$ cat src/rtl/core/assert_macros.svh
// Assertion helpers. Clock clk, active-low reset rst_n.
`ifndef ASSERT_MACROS_SVH
`define ASSERT_MACROS_SVH

`ifndef NO_ASSERTIONS
`define HCA_ASSERT_NOW(lbl, ante, cons) \
    lbl: assert property (@(posedge clk) disable iff (!rst_n) (ante) |-> (cons)) \
        else $error("assertion failed");
`define HCA_ASSERT_NEXT(lbl, ante, cons) \
    lbl: assert property (@(posedge clk) disable iff (!rst_n) (ante) |=> (cons)) \
        else $error("assertion failed");
`else
`define HCA_ASSERT_NOW(lbl, ante, cons)
`define HCA_ASSERT_NEXT(lbl, ante, cons)
`endif

`endif

$ cat src/rtl/core/hca_pkg.sv
`default_nettype none
package hca_pkg;

    localparam int HCA_FRAC_BITS = 16;
    localparam int HCA_DVS_W     = 12;
    localparam int HCA_OFF_RED   = 2;
    localparam int HCA_OFF_GREEN = 0;
    localparam int HCA_OFF_BLUE  = -2;

    typedef enum logic [1:0]
    {
        REG_HUE_SHIFT  = 2'd0,
        REG_SAT_FIX    = 2'd1,
        REG_LIGHT_FIX  = 2'd2
    } hca_reg_idx_t;

    // k = 2^15 - |fix|, pos set for a positive fix
    typedef struct packed
    {
        logic [15:0] hue_shift;
        logic [16:0] sat_k;
        logic        sat_pos;
        logic [16:0] light_k;
        logic        light_pos;
    } hca_cfg_t;

endpackage
`default_nettype wire

$ cat src/rtl/core/hca_chan.sv
`default_nettype none
// One output channel: hue sector select, interpolation, byte rounding.
module hca_chan
    import hca_pkg::*;
#(
    parameter int Q   = 16,
    parameter int OFF = 0
)
(
    input  wire logic                clk,
    input  wire logic                en,
    input  wire logic [Q-1:0]        hue,
    input  wire logic signed [Q+2:0] v1,
    input  wire logic signed [Q+2:0] v2,
    output logic [7:0]               chan
);

    localparam int TW   = Q + 5;
    localparam int NUMW = 2 * Q + 6;
    localparam int PW   = NUMW + 9;
    localparam logic signed [TW-1:0] ONE  = TW'(64'd1 << Q);
    localparam logic signed [TW-1:0] SIX  = TW'(64'd6 << Q);
    localparam logic signed [TW-1:0] OFFV = TW'(OFF * (2 ** Q));

    logic signed [TW-1:0]   t;
    logic signed [TW-1:0]   t4;
    logic signed [Q+2:0]    base;
    logic [Q:0]             frac;
    logic signed [Q+2:0]    base_reg;
    logic signed [Q+3:0]    diff_reg;
    logic [Q:0]             frac_reg;
    logic signed [NUMW-1:0] num;
    logic signed [NUMW-1:0] num_reg;
    logic [PW-1:0]          prod;
    logic [PW-2*Q-1:0]      byte_w;

    always_comb
    begin
        t = signed'((TW'(hue) << 2) + (TW'(hue) << 1)) + OFFV;
        if (t < 0)
            t = t + SIX;
        if (t >= SIX)
            t = t - SIX;
        t4 = (ONE <<< 2) - t;
        if (t < ONE)
        begin
            base = v1;
            frac = t[Q:0];
        end
        else if (t < 3 * ONE)
        begin
            base = v2;
            frac = '0;
        end
        else if (t < 4 * ONE)
        begin
            base = v1;
            frac = t4[Q:0];
        end
        else
        begin
            base = v1;
            frac = '0;
        end
    end

    always_ff @(posedge clk)
    begin
        if (en)
        begin
            base_reg <= base;
            diff_reg <= (Q+4)'(v2) - (Q+4)'(v1);
            frac_reg <= frac;
        end
    end

    assign num = (NUMW'(base_reg) <<< Q) + NUMW'(diff_reg * signed'({1'b0, frac_reg}));

    always_ff @(posedge clk)
    begin
        if (en)
            num_reg <= num;
    end

    always_comb
    begin
        if (num_reg < 0)
            prod = '0;
        else
            prod = (PW'(unsigned'(num_reg)) << 8) - PW'(unsigned'(num_reg))
                 + (PW'(1) << (2 * Q - 1));
        byte_w = prod[PW-1:2*Q];
    end

    always_ff @(posedge clk)
    begin
        if (en)
            chan <= (byte_w > (PW-2*Q)'(255)) ? 8'd255 : byte_w[7:0];
    end

endmodule
`default_nettype wire

$ cat config.mk
export PLATFORM = sky130hd
export DESIGN_NAME = hca_chan
export DESIGN_NICKNAME = d
export VERILOG_FILES = /design/src/rtl/core/assert_macros.svh /design/src/rtl/core/hca_pkg.sv /design/src/rtl/core/hca_chan.sv
export SDC_FILE = /design/constraint.sdc
export NUM_CORES = 1
export LEC_CHECK = 0
export ABC_CLOCK_PERIOD_IN_PS = 8400
export BUFFER_PORTS_ARGS = -buffer_cell sky130_fd_sc_hd__clkbuf_2
export CORE_MARGIN = 4
export CORE_UTILIZATION = 65
export CTS_CLUSTER_SIZE = 28
export DETAILED_ROUTE_END_ITERATION = 6
export PLACE_DENSITY = 0.89
export SYNTH_ARGS = -nofsm -noshare
export SYNTH_HDL_FRONTEND = slang
export SYNTH_SLANG_ARGS = --single-unit
$ cat constraint.sdc
create_clock -name clk -period 8.4 [get_ports clk]
set_clock_uncertainty 0.1 [all_clocks]
set_input_delay 0 -clock clk [delete_from_list [all_inputs] [get_ports clk]]
set_output_delay 0 -clock clk [all_outputs]
set_load 0.1 [all_outputs]
==> results.py <==
metrics = {
    "synthesis": {
        "synthArstFlopShare_pct": 0,
        "synthTopCellsByArea": "fa_1 (33%), edfxtp_1 (15%), ha_1 (14%)",
        "synth_most_common_cell": "inv_1",
        "ys_warn_count": 0,
        "synthTopCellsByCount": "inv_1 (540), fa_1 (340), ha_1 (229), and2_1 (194), nand2_1 (189)",
        "synth_top_cell_area_share_pct": 33.2,
        "synth-xor-area-share_pct": 2.86,
        "synth_edf_count": 100,
        "synth_area_per_cell_um2": 9.33,
        "ys_seq_area_share_pct": 14.6,
        "synth_cell_types": 69,
        "synth_ff_type": "edfxtp_1",
        "yosys.area.top_type": "fa_1",
        "synth_cells": 2197,
        "syn-cell-area_um2": 20500,
        "yosys.area_share.simple_pct": 14.6,
        "ys_ff_latch": 100,
        "synthAdderAreaFrac_pct": 47.2,
        "synth_top_family_by_area": "adder cells",
        "synthMuxAreaShare_pct": 1.29,
        "synth_compound_area_share_pct": 8.36,
        "syn_nets": 2822,
    },
    "setup_path": {
        "path_max_fanout": 20,
        "worst-endpoint-arrival_ns": 7.21,
        "end_kind": "flop",
        "path_delay_family": "adder cells",
        "crit_required_ns": 8.40,
        "path_class": "reg2reg",
        "crit_path_max_incr_delay_ns": 0.68,
        "path_buf_inv": 4,
        "crit_path_frequent_cell": "fa_1",
        "critPathSlowestCell": "edfxtp_1",
        "startpoint_type": "flop",
        "crit_chain": "and2_1 -> fa_1 -> inv_1 -> fa_1 -> fa_1 -> inv_1 -> fa_1 -> fa_1 -> inv_1 -> fa_1 -> inv_1 -> ha_1 -> a21oi_1 -> o211ai_1 -> o31ai_1 -> and3_1 -> a21o_1 -> a211oi_1 -> o32ai_1 -> mux2i_1 -> nand4_1",
    },
    "place": {
        "dp.cells": 2597,
        "hpwl_mm": 37.8,
        "place.gp.congestion": 0.969,
        "port-buffer-count": 63,
    },
    "clock_tree": {
        "cts_sinks": 100,
        "cts_buffer_depth": 2,
        "cts_buffers": 9,
        "cts_tree": "built",
        "clkTransAtPathRegs_ns": 0.07,
        "cts.htree.levels": 3,
        "cts_setup_buffers": 0,
        "clk-insertion-delay-late_ns": 0.37,
        "cts_repair_resize_count": 0,
        "hold_buffers": 41,
        "cts_root_buf": "clkbuf_16",
    },
    "route": {
        "routed_wirelength_mm": 48.3,
        "drt-pass1-iter-count": 5,
        "vias": 15500,
        "drtIter0Drc": 1236,
        "ant_nets": 0,
        "drc": 0,
        "avgRoutedWirePerCell_um": 18.2,
        "vias_per_cell": 5.84,
    },
    "status": {
        "status": "finished, final reports clean",
    },
    "finish": {
        "area_delta_synth_final_pct": 6.30,
        "fin_nets": 2878,
        "antennaDiodeCount": 0,
        "stdcell_count": 2654,
        "finish.utilization_pct": 70.7,
        "largest_register_ffs": 37,
        "drive_above_1_share_pct": 4.92,
    },
    "global_route": {
        "grt_pass1_vias": 16600,
        "antenna_found_initial": 0,
        "grt_use_total_pct": 29.4,
        "grt_pass1_wl_mm": 80.8,
        "grt_overflow": 0,
        "grt_max_degree": 83,
    },
    "floorplan": {
        "fp.dieW_um": 186,
        "rows": 64,
        "pin_count": 64,
        "core-area_um2": 30800,
        "fp.dieArea_um2": 34400,
        "initial_core_util_pct": 66.5,
        "die_h_um": 186,
    },
    "sta": {
        "setup_tns_ns": 0,
        "grt_setup_unrepaired": "no",
        "min_period_ns": 7.20,
        "setup_violations": 0,
        "tightest_slew_ns": 1.09,
        "period_share_pct": 85.8,
        "drv_slew": 0,
        "fmax_ghz": 0.139,
        "finalHoldViolCount": 0,
        "holdWs_ns": 0.0130,
        "relSlewSlack_pct": 27.0,
    },
    "worst_hold_path": {
        "worstHoldPathType": "in2reg",
    },
    "run": {
        "cap_viol_max_count": 0,
    },
}
-- metal layers --
layer	routed length, um	GRT usage [%]	part of all wire, %	vias to the layer above
met5	0	0	0	-
met4	1680	9.94	3.5	0
met3	4220	6.29	8.7	163
met2	23500	50.2	49	792
met1	18900	37.6	39	7528
li1	-	-	-	7015
-- path summary, 6_finish.rpt --
kind | cells past startpoint | slack [ns] | start | to
hold reg to reg | 1 | 0.68 | num_reg[37] | chan[5]
hold / removal | 3 | 0.01 | v1[1] | diff_reg[1]
setup / recovery | 21 | 1.20 | frac_reg[8] | num_reg[37]
setup reg to reg | 21 | 1.20 | frac_reg[8] | num_reg[37]
-- logic make-up after synthesis --
logic type                 count (synthesis)
DFF                                      100
buffers and inverters                    601
AOI/OAI and AO/OA                        261
xor gates and xnor gates                  67
muxes                                     24
and+or+nand+nor                          575
adders and majority gates                569
-- worst register-to-register path: cells and delay by family (launching register included) --
kind | cells | cell delay (ns)
buffers and inverters | 4 | 0.21
muxes | 1 | 0.24
DFF | 1 | 0.68
and+or+nand+nor | 3 | 0.67
adders and majority gates | 7 | 3.47
AOI/OAI and AO/OA | 6 | 1.58
-- layout make-up --
cell class | count | area, um^2
clock buffer | 9 | 225
clock inverter | 7 | 61.3
sequential | 100 | 3000
timing repair buffer | 106 | 743
fill | 2042 | 9040
multi-input combinational | 1496 | 15200
inverter | 540 | 2030
tap | 396 | 495
-- cell usage in the layout, fill, tap and decap left out, drive strengths merged, types with 4 or more instances in the layout --
cell type      n
nor2          56
o21ai         44
or2            6
nor2b         11
fa           340
and2         194
xnor2         46
mux2          19
a211o          6
nand2b        16
o211ai         4
dlygate4sd3   41
and3          20
nor4           6
mux2i          5
a211oi        14
o31a           8
ha           229
nor3          26
nand4          7
a21o          24
o22ai         13
or4            5
a21oi         73
clkbuf        71
inv          541
nand2        189
edfxtp       100
xor2          21
clkinv         4
a41oi          7
a31oi         15
o31ai          7
o21bai         6
or3            5
o21a          12
nand3         21
-- per-stage QoR --
stage / instance area [um^2] / setup WS [ns]
2_1_floorplan: 20500 / 1.88
3_3_place_gp: 21100 / 1.56
3_5_place_dp: 21100 / 1.38
4_1_cts: 21800 / 1.32
5_1_grt: 21800 / 0.841
6_report: 21800 / 1.20
Power is left out: the tool's default activity adds up to more than one toggle a clock period on the data nets, which glitch-free logic cannot reach.
