==> src/rtl/core/assert_macros.svh <==
// Assertion helpers. Clock clk, active-low reset rst_n.
`ifndef ASSERT_MACROS_SVH
`define ASSERT_MACROS_SVH

`ifndef NO_ASSERTIONS
`define HCA_ASSERT_NOW(lbl, ante, cons) \
    lbl: assert property (@(posedge clk) disable iff (!rst_n) (ante) |-> (cons)) \
        else $error("assertion failed");
`define HCA_ASSERT_NEXT(lbl, ante, cons) \
    lbl: assert property (@(posedge clk) disable iff (!rst_n) (ante) |=> (cons)) \
        else $error("assertion failed");
`else
`define HCA_ASSERT_NOW(lbl, ante, cons)
`define HCA_ASSERT_NEXT(lbl, ante, cons)
`endif

`endif

==> src/rtl/core/hca_pkg.sv <==
`default_nettype none
package hca_pkg;

    localparam int HCA_FRAC_BITS = 16;
    localparam int HCA_DVS_W     = 12;
    localparam int HCA_OFF_RED   = 2;
    localparam int HCA_OFF_GREEN = 0;
    localparam int HCA_OFF_BLUE  = -2;

    typedef enum logic [1:0]
    {
        REG_HUE_SHIFT  = 2'd0,
        REG_SAT_FIX    = 2'd1,
        REG_LIGHT_FIX  = 2'd2
    } hca_reg_idx_t;

    // k = 2^15 - |fix|, pos set for a positive fix
    typedef struct packed
    {
        logic [15:0] hue_shift;
        logic [16:0] sat_k;
        logic        sat_pos;
        logic [16:0] light_k;
        logic        light_pos;
    } hca_cfg_t;

endpackage
`default_nettype wire

==> src/rtl/core/hca_cfg.sv <==
`default_nettype none
module hca_cfg
    import hca_pkg::*;
(
    input  wire logic        clk,
    input  wire logic        rst_n,
    input  wire logic        psel,
    input  wire logic        penable,
    input  wire logic        pwrite,
    input  wire logic [3:0]  paddr,
    input  wire logic [31:0] pwdata,
    output logic [31:0]      prdata,
    output logic             pready,
    output hca_cfg_t         cfg
);

    logic [15:0] hue_reg;
    logic [16:0] sat_reg;
    logic [16:0] light_reg;
    hca_reg_idx_t idx;
    logic         wr;

    function automatic logic [16:0] clamp_fix(input logic [16:0] v);
        logic signed [16:0] s;
        s = signed'(v);
        if (s < -17'sd32768)
            return 17'h18000;
        else if (s > 17'sd32768)
            return 17'h08000;
        else
            return v;
    endfunction

    function automatic logic [16:0] fix_k(input logic [16:0] f);
        logic [16:0] k;
        if (f[16])
            k = 17'd32768 + f;
        else
            k = 17'd32768 - f;
        return k;
    endfunction

    assign idx    = hca_reg_idx_t'(paddr[3:2]);
    assign wr     = psel && penable && pwrite && pready;
    assign pready = 1'b1;

    always_ff @(posedge clk or negedge rst_n)
    begin
        if (!rst_n)
        begin
            hue_reg   <= '0;
            sat_reg   <= '0;
            light_reg <= '0;
        end
        else if (wr)
        begin
            case (idx)
                REG_HUE_SHIFT: hue_reg   <= pwdata[15:0];
                REG_SAT_FIX:   sat_reg   <= clamp_fix(pwdata[16:0]);
                REG_LIGHT_FIX: light_reg <= clamp_fix(pwdata[16:0]);
                default:       ;
            endcase
        end
    end

    always_comb
    begin
        case (idx)
            REG_HUE_SHIFT: prdata = {{16{hue_reg[15]}}, hue_reg};
            REG_SAT_FIX:   prdata = {{15{sat_reg[16]}}, sat_reg};
            REG_LIGHT_FIX: prdata = {{15{light_reg[16]}}, light_reg};
            default:       prdata = '0;
        endcase
    end

    always_comb
    begin
        cfg.hue_shift = hue_reg;
        cfg.sat_k     = fix_k(sat_reg);
        cfg.sat_pos   = !sat_reg[16] && (sat_reg != '0);
        cfg.light_k   = fix_k(light_reg);
        cfg.light_pos = !light_reg[16] && (light_reg != '0);
    end

endmodule
`default_nettype wire

==> config.mk <==
export PLATFORM = sky130hd
export DESIGN_NAME = hca_cfg
export DESIGN_NICKNAME = d
export VERILOG_FILES = /design/src/rtl/core/assert_macros.svh /design/src/rtl/core/hca_pkg.sv /design/src/rtl/core/hca_cfg.sv
export SDC_FILE = /design/constraint.sdc
export NUM_CORES = 1
export LEC_CHECK = 0
export BUFFER_PORTS_ARGS = -buffer_cell sky130_fd_sc_hd__buf_2
export CORE_MARGIN = 2
export CORE_UTILIZATION = 39
export DETAILED_ROUTE_END_ITERATION = 8
export PLACE_DENSITY_LB_ADDON = 0.12
export SLEW_MARGIN = 20
export SYNTH_ARGS = -nofsm -noshare
export SYNTH_HDL_FRONTEND = slang
export SYNTH_SLANG_ARGS = --single-unit
==> constraint.sdc <==
create_clock -name clk -period 7.3 [get_ports clk]
set_input_delay 1.46 -clock clk [delete_from_list [all_inputs] [get_ports clk]]
set_output_delay 1.46 -clock clk [all_outputs]
set_load 0.03 [all_outputs]
==> results of run 1 <==
==> worst max-delay path, stage by stage <==
cell and delay, ns:
buf_2 0.47, a21oi_1 0.17, o21ai_1 0.59, buf_2 0.32
==> area by class of cell <==
class	count	share of cell area, %
clock buffer	7	2.32
clock inverter	1	0.134
inverter	12	1.21
multi-input combinational	263	44.1
sequential	50	33.6
tap	102	3.43
timing repair buffer	111	15.2
==> worst max path at each step <==
stage              from         end  slack, ns  depth (start not counted)
6_report       paddr[3]  prdata[27]       2.82                          4
5_1_grt        paddr[3]  prdata[30]       2.60                          4
4_1_cts        paddr[3]  prdata[20]       2.42                          4
3_5_place_dp   paddr[3]  prdata[20]       2.42                          4
3_3_place_gp   paddr[3]  prdata[18]       2.51                          4
2_1_floorplan  paddr[3]  prdata[17]       1.97                          5
==> cell usage after synthesis, types with 4 or more instances <==
| master | count | area, µm² |
|---|---|---|
| nand2_1 | 51 | 191 |
| nand3_1 | 16 | 80.1 |
| nor3_1 | 7 | 35.0 |
| nor4_1 | 4 | 25.0 |
| a21oi_1 | 19 | 95.1 |
| mux2_2 | 20 | 225 |
| xor2_1 | 21 | 184 |
| buf_4 | 19 | 143 |
| nand2b_1 | 4 | 25.0 |
| o21ai_0 | 50 | 250 |
| dfrtp_1 | 50 | 1250 |
| nor2_1 | 22 | 82.6 |
| clkbuf_1 | 15 | 56.3 |
| inv_1 | 12 | 45.0 |
| buf_2 | 4 | 20.0 |
| mux2i_1 | 15 | 150 |
| xnor2_1 | 7 | 61.3 |
==> report_power, final <==
group	leakage, nW	switching, W	internal, W	total, W
sequential	0.641	0.0000832	0.000330	0.000413
combinational	1.19	0.000467	0.000222	0.000689
clock	0.0482	0.0000904	0.0000767	0.000167
total	1.88	0.000640	0.000629	0.00127
==> kinds of logic after synthesis <==
family / Yosys count / share of synthesized area, %
adder cells (fa/ha/maj): 2 / 0.792
multiplexers: 35 / 11.9
AO/OA/AOI/OAI: 75 / 12.2
XOR/XNOR: 28 / 7.77
flip-flops: 50 / 39.6
other: 1 / 0.119
buffers and inverters: 50 / 8.36
AND/OR/NAND/NOR: 122 / 19.2
==> routing by layer <==
| layer | wire, µm | up-vias | share of wire (%) | global-route usage, % |
|---|---|---|---|---|
| li1 | - | 1379 | - | - |
| met5 | 0 | - | 0 | 0 |
| met2 | 3990 | 89 | 47 | 31.7 |
| met3 | 542 | 7 | 6.4 | 3.37 |
| met4 | 57 | 0 | 0.68 | 3.62 |
| met1 | 3850 | 1315 | 46 | 28.5 |
==> metrics by stage <==
step,worst slack [ns],util (%),instance area (µm²),hold WS [ns]
floorplan,1.97,-,3160,0.484
global placement,2.51,46.8,3630,0.514
detailed placement,2.42,46.8,3630,0.514
CTS,2.42,47.9,3720,0.535
global route,2.60,47.9,3720,0.567
finish,2.82,47.9,3720,0.536
==> results.md, run 1 <==
- Status: finished clean
- Antenna violations before repair: 0
- Syn-to-layout area delta: 17.9%
- Fmax: 0.223 GHz
- Crit start category: primary input
- Pin count of the biggest net entering global routing: 51
- Post-synth EDFFs: 0
- Share of cells above drive strength 1: 32.7%
- Commonest non-fill, non-tap cells in the layout: buf_2, nand2_1, dfrtp_1, o21ai_0, nor2_1
- Antenna Cells: 0
- R2R depth: 1
- Drt drc: 0
- Leak Pwr: 1.88 nW
- Vias in the first global route: 2577
- Sequential element share of the synthesized area: 39.6%
- Max_cap viols: 0
- Post-synth ARST share: 100%
- Root buffer cell: clkbuf_8
- DPL Wire Length: 6420 µm
- GRT Residual Overflow: 0
- Worst EP required: 5.84 ns
- Initial Util: 40.7%
- DR WL/cell: 15.5 µm
- Num ports: 126
- Site Rows: 32
- Multi-input logic area: 1640 µm²
- R2r setup slk: 6.21 ns
- Fin cells: 546
- Number of I/O port buffers: 107
- CTS Hold Bufs: 0
- Reg clk slew, reported paths: 0.08 ns
- Total power: 0.00127 W
- Crit path time final: 4.48 ns
- Mapped Cells: 363
- Via count: 2790
- Max rail drop VDD: 131 µV
- Die area: 8830 µm²
- Max_slew headroom: 53.2%
- Hold Path Cell Cnt: 2
- Final ANT Viol Nets: 0
- Syn_nets: 406
- # fillers: 783
- Clock Path Buffers: 2
- Die W: 94.0 µm
- Top FF cell, synth: dfrtp_1
- FF/Latch Area: 1250 µm²
- Total Wirelength: 8440 µm
- PD cells: 341 nW/µm²
- Final setup viols: 0
- RR Endpoint: light_reg[16]
- Cts repair resizes: 0
- Hold path startpoint: sat_reg[12]
- Vias per cell: 5.11
- Synth Register Bits: 50
- Placed Cells: 538
- 1st-iter DRT viols: 113
- Yosys Warn Count: 0
- Crit-path max FO: 21
- Num CTS Buffers: 5
- Worst Skew: 0 ns
- Gr usage total: 19.8%
- Reg-to-reg startpoint: light_reg[16]
- Worst Hold Endpoint: sat_reg[12]
- RSZ-0062 raised after global routing: no
- Yosys cell types: 35
- Total core area: 7770 µm²
- Routability cong.: 0.807
- Post-CTS Setup Inserts: 0
- Fin Setup TNS: 0 ns
- H-tree levels: 2
- CP Class: primary input to primary output
- Nets@finish: 486
- Worst-Margin Slew: 0.697 ns
- Clock Sinks: 50
- Final Hold Fails: 0
- Synthesized area: 3160 µm²
- First-pass GRT wire length: 13400 µm
- Die H: 94.0 µm
- Crit end category: primary output
- Average cell area after synthesis: 8.70 µm²
- TritonRoute pass-1 iters: 4
- CTS tree: yes
- Worst Path Arrival: 3.02 ns
- Most common cell after layout, fill and taps aside: buf_2
- Fin. max-slew vios: 0
- Clock Latency Late Sink: 0.30 ns
- Worst hold-check path type: register to register
- Final Cycle Share: 61.4%
No activity file was read; power rests on OpenSTA's default activity.
==> run 2, diff against run 1 <==
- clock period: 7.3 -> 4 ns (I/O delays scaled with it)
==> run 2 against run 1 <==
Clock power grew 84%. Utilization down 0.064 points. Die area unchanged. Combinational power grew 83%. Global-route usage is 0.65 points lower. Largest cell class unchanged.
==> results.md, run 2 (synthesis results as in run 1) <==
- Antenna Cells: 0
- Max rail drop VDD: 234 µV
- Total core area: 7770 µm²
- Fmax: 0.318 GHz
- CTS Hold Bufs: 0
- Post-place instance area: 3630 µm²
- Reg clk slew, reported paths: 0.08 ns
- H-tree levels: 2
- Fin Setup TNS: 0 ns
- Commonest non-fill, non-tap cells in the layout: buf_2, nand2_1, dfrtp_1, o21ai_0, nor2_1
- Clock Path Buffers: 2
- Design area: 3720 µm²
- Final ANT Viol Nets: 0
- Leak Pwr: 1.87 nW
- Drt drc: 0
- Final Cycle Share: 78.7%
- Post-CTS Setup Inserts: 0
- 1st-iter DRT viols: 112
- PD cells: 624 nW/µm²
- Pin count of the biggest net entering global routing: 51
- Antenna violations before repair: 0
- Gr usage total: 19.1%
- RSZ-0062 raised after global routing: no
- Most common cell after layout, fill and taps aside: buf_2
- Final Hold Fails: 0
- Site Rows: 32
- Die W: 94.0 µm
- CP Class: register to primary output
- Num CTS Buffers: 5
- Root buffer cell: clkbuf_8
- CTS tree: yes
- Final setup viols: 0
- Nets@finish: 485
- Crit end category: primary output
- Cts repair resizes: 0
- Worst EP required: 3.20 ns
- Via count: 2796
- Max_slew headroom: 53.7%
- Initial Util: 40.7%
- Max_cap viols: 0
- Worst hold-check path type: primary input to async pin
- Number of I/O port buffers: 107
- Crit start category: register
- Worst Skew: 0 ns
- Vias in the first global route: 2451
- TritonRoute pass-1 iters: 4
- Share of cells above drive strength 1: 32.5%
- DR WL/cell: 15.6 µm
- Num ports: 126
- Worst-Margin Slew: 0.689 ns
- Routability cong.: 0.820
- Crit-path max FO: 6
- First-pass GRT wire length: 13000 µm
- Fin. max-slew vios: 0
- Die H: 94.0 µm
- Total Wirelength: 8500 µm
- Clock Latency Late Sink: 0.30 ns
- Clock Sinks: 50
- Vias per cell: 5.13
- GRT Residual Overflow: 0
- Syn-to-layout area delta: 17.7%
- Crit path time final: 3.15 ns
- Status: finished clean
- Die area: 8830 µm²
- Final core occ: 47.9%
- DPL Wire Length: 6450 µm
- Worst Path Arrival: 2.35 ns
run 2: changes by cell type in the layout (fill, tap and decap cells not counted):
cell | previous run | this run
buf_2 | 107 | 106
run 2: path summary, 6_finish.rpt:
| kind | start | to | slack (ns) | cells after the start |
|---|---|---|---|---|
| setup / recovery | sat_reg[0] | cfg[31] | 0.85 | 7 |
| hold / removal | rst_n | sat_reg[0] | 0.52 | 1 |
| setup reg to reg | light_reg[16] | light_reg[16] | 2.91 | 1 |
| hold reg to reg | hue_reg[0] | hue_reg[0] | 0.54 | 1 |
| max in group asynchronous | rst_n | sat_reg[16] | 3.04 | 1 |
| min in group clk | hue_reg[0] | hue_reg[0] | 0.54 | 1 |
run 2: cell type report:
type / count / area (µm²)
fill: 806 / 4050
multi-input combinational: 263 / 1640
sequential: 50 / 1250
timing repair buffer: 110 / 561
tap: 102 / 128
clock buffer: 7 / 86.3
inverter: 12 / 45.0
clock inverter: 1 / 5.00
run 2: where the power goes:
part           internal [W]  switching [W]
Combinational      0.000406       0.000852
Sequential         0.000603       0.000153
Clock              0.000140       0.000167
Total               0.00115        0.00117
run 2: critical path, stage by stage (launching register included):
cell and delay [ns]:
dfrtp_1 0.45, inv_1 0.09, ha_1 0.18, or4b_1 0.54
nor2_1 0.28, a21oi_1 0.14, xnor2_1 0.17, buf_2 0.22
run 2: metrics by stage:
| stage | power, W | cells | setup slack, ns | hold slack [ns] |
|---|---|---|---|---|
| finish | 0.00232 | 545 | 0.854 | 0.520 |
| global route | 0.00247 | 545 | 0.678 | 0.565 |
| CTS | 0.00235 | 545 | 0.811 | 0.538 |
| detailed placement | 0.00204 | 537 | 0.819 | 0.516 |
| global placement | 0.00202 | 537 | 0.881 | 0.512 |
| floorplan | 0.00175 | 363 | 0.544 | 0.484 |
run 2: metal layers:
layer / global-route usage [%] / part of all wire (%)
met5: 0 / 0
met4: 2.90 / 0.40
met3: 2.97 / 6.1
met2: 31.1 / 48
met1: 27.6 / 45
