## config.mk

```make
export PLATFORM = sky130hd
export DESIGN_NAME = hca_div
export DESIGN_NICKNAME = d
export VERILOG_FILES = /design/src/rtl/core/assert_macros.svh /design/src/rtl/core/hca_pkg.sv /design/src/rtl/core/hca_div.sv
export SDC_FILE = /design/constraint.sdc
export NUM_CORES = 1
export LEC_CHECK = 0
export BUFFER_PORTS_ARGS = -buffer_cell sky130_fd_sc_hd__buf_2
export CAP_MARGIN = 20
export CORE_ASPECT_RATIO = 1.75
export CORE_MARGIN = 2
export CORE_UTILIZATION = 55
export DETAILED_ROUTE_END_ITERATION = 8
export PLACE_DENSITY = 0.75
export RECOVER_POWER = 25
export SLEW_MARGIN = 20
export SYNTH_ARGS = -nofsm -noshare
export SYNTH_HDL_FRONTEND = slang
export SYNTH_SLANG_ARGS = --single-unit
```

## constraint.sdc

```tcl
create_clock -name clk -period 5.8 [get_ports clk]
set_input_delay 1.16 -clock clk [delete_from_list [all_inputs] [get_ports clk]]
set_output_delay 1.16 -clock clk [all_outputs]
set_load 0.02 [all_outputs]
```

## src/rtl/core/assert_macros.svh

```systemverilog
// Assertion helpers. Clock clk, active-low reset rst_n.
`ifndef ASSERT_MACROS_SVH
`define ASSERT_MACROS_SVH

`ifndef NO_ASSERTIONS
`define HCA_ASSERT_NOW(lbl, ante, cons) \
    lbl: assert property (@(posedge clk) disable iff (!rst_n) (ante) |-> (cons)) \
        else $error("assertion failed");
`define HCA_ASSERT_NEXT(lbl, ante, cons) \
    lbl: assert property (@(posedge clk) disable iff (!rst_n) (ante) |=> (cons)) \
        else $error("assertion failed");
`else
`define HCA_ASSERT_NOW(lbl, ante, cons)
`define HCA_ASSERT_NEXT(lbl, ante, cons)
`endif

`endif

```

## src/rtl/core/hca_pkg.sv

```systemverilog
`default_nettype none
package hca_pkg;

    localparam int HCA_FRAC_BITS = 16;
    localparam int HCA_DVS_W     = 12;
    localparam int HCA_OFF_RED   = 2;
    localparam int HCA_OFF_GREEN = 0;
    localparam int HCA_OFF_BLUE  = -2;

    typedef enum logic [1:0]
    {
        REG_HUE_SHIFT  = 2'd0,
        REG_SAT_FIX    = 2'd1,
        REG_LIGHT_FIX  = 2'd2
    } hca_reg_idx_t;

    // k = 2^15 - |fix|, pos set for a positive fix
    typedef struct packed
    {
        logic [15:0] hue_shift;
        logic [16:0] sat_k;
        logic        sat_pos;
        logic [16:0] light_k;
        logic        light_pos;
    } hca_cfg_t;

endpackage
`default_nettype wire

```

## src/rtl/core/hca_div.sv

```systemverilog
`default_nettype none
// Restoring divider, one quotient bit per stage. Quotient must fit in QW bits.
module hca_div
    import hca_pkg::*;
#(
    parameter int NW = 28,
    parameter int DW = 12,
    parameter int QW = 17
)
(
    input  wire logic          clk,
    input  wire logic          en,
    input  wire logic [NW-1:0] num,
    input  wire logic [DW-1:0] dvs,
    output logic [QW-1:0]      quo
);

    localparam int RW = DW + QW;

    logic [RW-1:0] rem_reg [QW];
    logic [DW-1:0] dvs_reg [QW];
    logic [QW-1:0] quo_reg [QW];

    for (genvar k = 0; k < QW; k++)
    begin : g_stage
        logic [RW-1:0] rem_in;
        logic [DW-1:0] dvs_in;
        logic [QW-1:0] quo_in;
        logic [RW-1:0] trial;
        logic          ge;

        if (k == 0)
        begin : g_first
            assign rem_in = RW'(num);
            assign dvs_in = dvs;
            assign quo_in = '0;
        end
        else
        begin : g_next
            assign rem_in = rem_reg[k-1];
            assign dvs_in = dvs_reg[k-1];
            assign quo_in = quo_reg[k-1];
        end

        assign trial = RW'(dvs_in) << (QW - 1 - k);
        assign ge    = rem_in >= trial;

        always_ff @(posedge clk)
        begin
            if (en)
            begin
                rem_reg[k] <= ge ? (rem_in - trial) : rem_in;
                dvs_reg[k] <= dvs_in;
                quo_reg[k] <= quo_in | (QW'(ge) << (QW - 1 - k));
            end
        end
    end

    assign quo = quo_reg[QW-1];

endmodule
`default_nettype wire

```

==> results.ini, run 1 <==
[pwr]
comb_power_share_pct=29.0
switchingPower_w=0.00604
irDropWorstVdd_mv=0.253
power_frac_clock_pct=25.4
powerDensity_nw_per_um2=431
p_seq_share_pct=45.5
internal-power_w=0.0127
p_leak_nw=16.1
switching_share_pct=32.3

[die]
die_area_um2=74300
start_util_pct=55.4
core-area_um2=71600
dieWidth_um=207
num_rows=130
die_h_um=359
pin_count=59

[routing]
ant_nets=0
route.detailed.drc=0
num_vias=25255
first_iter_violations=1467
wl_mm=89.3
drtPass1Iterations=5
via_per_inst=6.00
wl_per_cell_um=21.2

[sta]
rsz0062_at_grt=no
tns_ns=0
hold_viol=0
clock_skew_ns=0.0235
slew_headroom_pct=28.8
finalCritPeriodShare_pct=73.3
worst_pin_slew_ns=1.05
setup_violations=0
drv_slew=0
min_period_ns=4.25
max_freq_mhz=235

[grt]
grtUsageTotal_pct=24.0
grt_max_degree=170
grt-ovfl-total=0
grt_pass1_wl_mm=135
antenna_found_initial=0
grt_pass1_vias=27174

[synthesis]
ys_warn_count=0
yosysSeqAreaShare_pct=61.3
avgSynthCellArea_um2=12.6
netlist_area_um2=39600
synth_edf_count=809
synth-main-ff-cell=edfxtp_1
async_reset_ff_share_pct=0
synth_cells=3134
yosys_register_bits=809
synth.net_count=3396
yosys.cell_types.count=98

[placement]
portBuffers=58
dp.cells=4080
dp_hpwl_mm=66.1
globalplace.congestion=0.965

[cells_and_area]
drive_gt1_share_pct=8.22
layoutNonFillerInstCount=4207
diodes=0
nets=3494
largest_reg_flops=464
num-fill-cells=5328
syn2layout_area_growth_pct=9.48

[clocking]
cts_tree=done
cts_setup_buffers=0
htree_levels=3
cts_buffer_depth=3
path_clk_slew_ns=0.06
cts.sinks=809
hold_buffers=0
cts_resized=0
numCtsBuffers=73
root_buffer=clkbuf_16
clock_latency_ns=0.64

[setup_path]
cp.required_ns=6.19
end_kind=register
cp-start-kind=register
worstPathArrival_ns=4.64
worst-setup-path-type=register to register
worstPathMaxFanout=13

[status]
status=complete, no violations

[min_path]
min_path_type=register to register

[job]
cap_viol_max_count=0

==> layout make-up <==
type / instances / area, µm² / area share [%]
Clock inverter: 46 / 418 / 0.963
Timing Repair Buffer: 80 / 526 / 1.21
Clock buffer: 80 / 1870 / 4.32
Tap cell: 924 / 1160 / 2.67
Multi-Input combinational cell: 2004 / 14100 / 32.6
Sequential cell: 809 / 24300 / 56.0
Inverter: 264 / 991 / 2.28
==> synth_stat cells, types with 9 or more instances <==
cell      count  area, µm²
nand4_1      35        219
xnor2_1     101        885
o211ai_1     14        105
nand2b_1     34        213
mux2_2       33        372
or3_1        38        238
a31oi_1      11       68.8
nor3_1       95        475
a211o_1      11       96.3
edfxtp_1    809      24300
nand3b_1     12       90.1
a21boi_0      9       67.6
nand2_1     218        818
o31a_1       11       96.3
o31ai_1      31        233
nor4b_1      16        140
nand3_1      42        210
or4_1        25        188
a21oi_1     160        801
inv_1       263        987
xor2_1      147       1290
o21ai_0     185        926
a211oi_1     26        195
nor2_1      167        627
fa_1         16        320
nor4_1       57        357
a21o_1       55        413
and2_1       10       62.6
o21bai_1     15        113
buf_2        12       60.1
or2_2        13       81.3
o21a_1       48        360
nand4b_1      9       78.8
and3_1       16        100
nor2b_1      33        206
clkbuf_1     39        146
ha_1        204       2550
==> metal layers <==
metal | track usage (%) | vias up | wire [µm]
met3 | 3.29 | 353 | 2660
met2 | 50.1 | 677 | 54000
met5 | 0 | - | 0
met4 | 21.8 | 0 | 8610
li1 | - | 11889 | -
met1 | 16.5 | 12336 | 24100
==> metrics by stage <==
step	power, W	hold slack, ns	worst slack, ns	area [µm²]	util (%)
floorplan	0.0123	0.400	2.40	39600	-
global placement	0.0136	0.401	1.23	41100	57.4
detailed placement	0.0140	0.405	1.14	41100	57.4
CTS	0.0187	0.396	1.59	43400	60.6
global route	0.0196	0.413	1.44	43400	60.6
finish	0.0187	0.415	1.55	43400	60.6
==> path summary, 6_finish.rpt <==
| check | startpoint | end | slack, ns | depth (start not counted) |
|---|---|---|---|---|
| setup / recovery | rem_reg[0][45] | rem_reg[0][78] | 1.55 | 8 |
| hold / removal | quo_reg[11][5] | quo_reg[12][5] | 0.41 | 0 |
| setup reg to reg | rem_reg[0][45] | rem_reg[0][78] | 1.55 | 8 |
| hold reg to reg | quo_reg[11][5] | quo_reg[12][5] | 0.41 | 0 |
==> power by group through the flow <==
stage          logic (W)  clock network, W  registers [W]
6_report         0.00543           0.00476        0.00852
5_1_grt          0.00592           0.00506        0.00861
4_1_cts          0.00537           0.00483        0.00850
3_5_place_dp     0.00534                 0        0.00862
3_3_place_gp     0.00504                 0        0.00855
2_1_floorplan    0.00394                 0        0.00836
==> cells in the final DEF, fill, tap and decap left out, drive strengths merged, types with 42 or more instances in the layout <==
cell    netlist  final
a21o         55     55
nor4         59     59
xor2        147    147
nor3         97     97
o21ai       186    186
nor2        167    167
o21a         48     48
ha          204    204
clkbuf       40     80
inv         264    270
a21oi       162    162
nand2       218    218
edfxtp      809    809
nand3        42     42
buf          17     80
xnor2       101    101
==> logic make-up (layout without fill, tap and decap cells) <==
| group | Yosys count | in the layout | synth area share [%] |
|---|---|---|---|
| flops | 809 | 809 | 61.3 |
| fa+ha+maj | 220 | 220 | 7.25 |
| mux | 37 | 37 | 1.04 |
| xor+xnor | 248 | 248 | 5.48 |
| compound gates | 648 | 648 | 10.6 |
| buf+inv | 321 | 470 | 3.11 |
| simple gates | 851 | 851 | 11.2 |
==> worst max-delay path, stage by stage (launching register included) <==
cell	delay [ns]
edfxtp_1	0.39
ha_1	0.39
or4b_1	0.45
nor4_1	0.64
a41oi_1	0.21
a21oi_1	0.82
nor2_1	0.18
inv_1	0.50
mux2_2	0.41
No activity file was read; power rests on OpenSTA's default activity.
==> inputs of run 2 (changes only) <==
--- a/config.mk
+++ b/config.mk
@@ -5,13 +5,14 @@
 export SDC_FILE = /design/constraint.sdc
 export NUM_CORES = 1
 export LEC_CHECK = 0
+export ABC_AREA = 1
 export BUFFER_PORTS_ARGS = -buffer_cell sky130_fd_sc_hd__buf_2
 export CAP_MARGIN = 20
 export CORE_ASPECT_RATIO = 1.75
 export CORE_MARGIN = 2
 export CORE_UTILIZATION = 55
 export DETAILED_ROUTE_END_ITERATION = 8
-export PLACE_DENSITY = 0.75
+export PLACE_DENSITY = 0.78
 export RECOVER_POWER = 25
 export SLEW_MARGIN = 20
 export SYNTH_ARGS = -nofsm -noshare
==> constraint.sdc (replaced) <==
create_clock -name clk -period 3.45 [get_ports clk]
set_input_delay 0.69 -clock clk [delete_from_list [all_inputs] [get_ports clk]]
set_output_delay 0.69 -clock clk [all_outputs]
set_load 0.02 [all_outputs]
==> results.ini, run 2 <==
[pwr]
switching_share_pct=40.1
comb_power_share_pct=36.3
powerDensity_nw_per_um2=720
p_seq_share_pct=40.7
power_frac_clock_pct=23.0
switchingPower_w=0.0146
p_leak_nw=22.7
p_total_w=0.0364
irDropWorstVdd_mv=0.441
internal-power_w=0.0218

[routing]
drtPass1Iterations=6
route.detailed.drc=0
wl_mm=147
ant_nets=0
first_iter_violations=2313
via_per_inst=5.51
num_vias=36604
wl_per_cell_um=22.1

[setup_path]
end_kind=register
cp.required_ns=3.80
r2r-end=rem_reg[0][329]
reg2reg_depth=13
worstPathMaxFanout=25
cp-start-kind=register
crit_end=rem_reg[0][329]
worst-setup-path-type=register to register
worstPathArrival_ns=3.62
r2r_setup_slack_ns=0.18
reg2reg_from=rem_reg[0][295]
startpoint=rem_reg[0][295]

[synthesis]
synth-main-ff-cell=edfxtp_1
synth_cells=5382
yosysSeqAreaShare_pct=52.2
synth.net_count=5644
yosys.cell_types.count=51
yosys_register_bits=809
ys_warn_count=0
yosysTopAreaCell=edfxtp_1
synth_edf_count=809
synth_area_leaders=edfxtp_1 52%, nand2_1 14%, inv_1 7.0%, ha_1 5.5%, nor2_1 4.0%
post-synth-top-count-cell=nand2_1
netlist_area_um2=46600
synth.top_cells.by_count=1783 x nand2_1, 867 x inv_1, 809 x edfxtp_1, 490 x nor2_1, 344 x nand3_1
synth_top_area_share_pct=52.2
avgSynthCellArea_um2=8.65
async_reset_ff_share_pct=0

[sta]
worst_pin_slew_ns=2.85
finalCritPeriodShare_pct=94.8
clock_skew_ns=0.0438
setup_violations=0
hold_viol=0
slew_headroom_pct=-90.6
setup_slack_ns=0.178
rsz0062_at_grt=no
max_freq_mhz=306
min_period_ns=3.27
drv_slew=45
tns_ns=0
fin_hold_ws_ns=0.179

[clocking]
path_clk_slew_ns=0.07
numCtsBuffers=73
cts_resized=0
root_buffer=clkbuf_16
clock_latency_ns=0.69
htree_levels=3
hold_buffers=0
cts.sinks=809
cts_tree=done
cts_buffer_depth=3
cts_setup_buffers=0

[die]
pin_count=59
core-area_um2=84200
num_rows=141
die_area_um2=87100
die_h_um=389
dieWidth_um=224
start_util_pct=55.3

[grt]
antenna_found_initial=3
grt-ovfl-total=0
grt_max_degree=92
grt_pass1_vias=37130
grt_pass1_wl_mm=214
grtUsageTotal_pct=33.9

[cells_and_area]
nets=5777
fin_util_pct=60.2
drive_gt1_share_pct=6.87
layout_commonest_cell=nand2_1
largest_reg_flops=464
num-fill-cells=7415
syn2layout_area_growth_pct=8.73
diodes=0
final_cell_mix=1783 x nand2_1, 867 x inv_1, 809 x edfxtp_1, 490 x nor2_1, 344 x nand3_1

[min_path]
min_path_type=primary input to register

[placement]
dp_hpwl_mm=117
portBuffers=58
globalplace.congestion=1.06
post-place-ws_ns=0.404

[status]
violations=capacitance limit, slew limit
status=complete, but fails checks

[job]
cap_viol_max_count=1

[run 2: cell count changes after synthesis, moves of 41 or more]
| cell | previous run | this run |
|---|---|---|
| a21o_1 | 55 | 5 |
| a21oi_2 | 2 | 43 |
| inv_1 | 263 | 867 |
| nand2_1 | 218 | 1783 |
| nand3_1 | 42 | 344 |
| nand3b_1 | 12 | 60 |
| nand4_1 | 35 | 81 |
| nor2_1 | 167 | 490 |
| nor3_1 | 95 | 52 |
| nor4_1 | 57 | 8 |
| o21a_1 | 48 | 2 |
| o21ai_0 | 185 | 101 |
| xnor2_1 | 101 | 42 |
| xor2_1 | 147 | 87 |
[run 2: critical path: stages (launching register included)]
cell and delay (ns):
edfxtp_1 0.36, inv_1 0.09, ha_1 0.21, inv_1 0.10, fa_1 0.45, nand2_1 0.10, nand3_1 0.09, nand3_1 0.10
nand2_1 0.21, nand3_1 0.16, nand3_2 0.08, inv_2 0.37, nand2_1 0.09, o21ai_1 0.51
[run 2: worst min path at each step]
stage | endpoint | depth (start not counted) | slack, ns | start
global route | dvs_reg[0][10] | 1 | 0.17 | dvs[10]
detailed placement | quo_reg[10][10] | 0 | 0.40 | quo_reg[9][10]
CTS | dvs_reg[0][10] | 1 | 0.15 | dvs[10]
global placement | quo_reg[5][16] | 0 | 0.40 | quo_reg[4][16]
floorplan | quo_reg[10][10] | 0 | 0.40 | quo_reg[9][10]
finish | dvs_reg[0][10] | 1 | 0.18 | dvs[10]
[run 2: cell type report]
cell class                 count  area (µm²)  area share [%]
inverter                     889        3340            6.61
clock buffer                  81        1860            3.67
clock inverter                50         572            1.13
tap                         1072        1340            2.65
sequential                   809       24300            48.0
timing repair buffer         103         704            1.39
multi-input combinational   3639       18500            36.6
[run 2: logic make-up (layout without fill, tap and decap cells)]
| logic type | Yosys count | after routing | share of synthesized area, % |
|---|---|---|---|
| adders and majority gates | 220 | 220 | 6.17 |
| xor gates and xnor gates | 129 | 129 | 2.43 |
| AOI/OAI and AO/OA | 353 | 353 | 4.44 |
| and+or+nand+nor | 2937 | 2937 | 26.7 |
| DFF | 809 | 809 | 52.2 |
| buffers and inverters | 934 | 1123 | 8.07 |
[run 2: power by group through the flow]
| stage | logic [W] | registers, W | clock network (W) |
|---|---|---|---|
| 2_1_floorplan | 0.00916 | 0.0140 | 0 |
| 3_3_place_gp | 0.0128 | 0.0149 | 0 |
| 3_5_place_dp | 0.0129 | 0.0149 | 0 |
| 4_1_cts | 0.0130 | 0.0147 | 0.00851 |
| 5_1_grt | 0.0147 | 0.0149 | 0.00881 |
| 6_report | 0.0132 | 0.0148 | 0.00838 |
[run 2: metal layers]
metal,vias up,routed length [µm],GRT usage [%]
met4,6,21200,40.1
met2,1252,78800,64.8
met3,748,6580,6.26
met5,-,42,0
met1,16895,40000,25.2
li1,17703,-,-
[run 2: metrics by stage]
step	instance area, µm²	std cells
CTS	50600	6643
global placement	48200	6512
finish	50600	6643
detailed placement	48200	6512
floorplan	46600	5382
global route	50600	6643
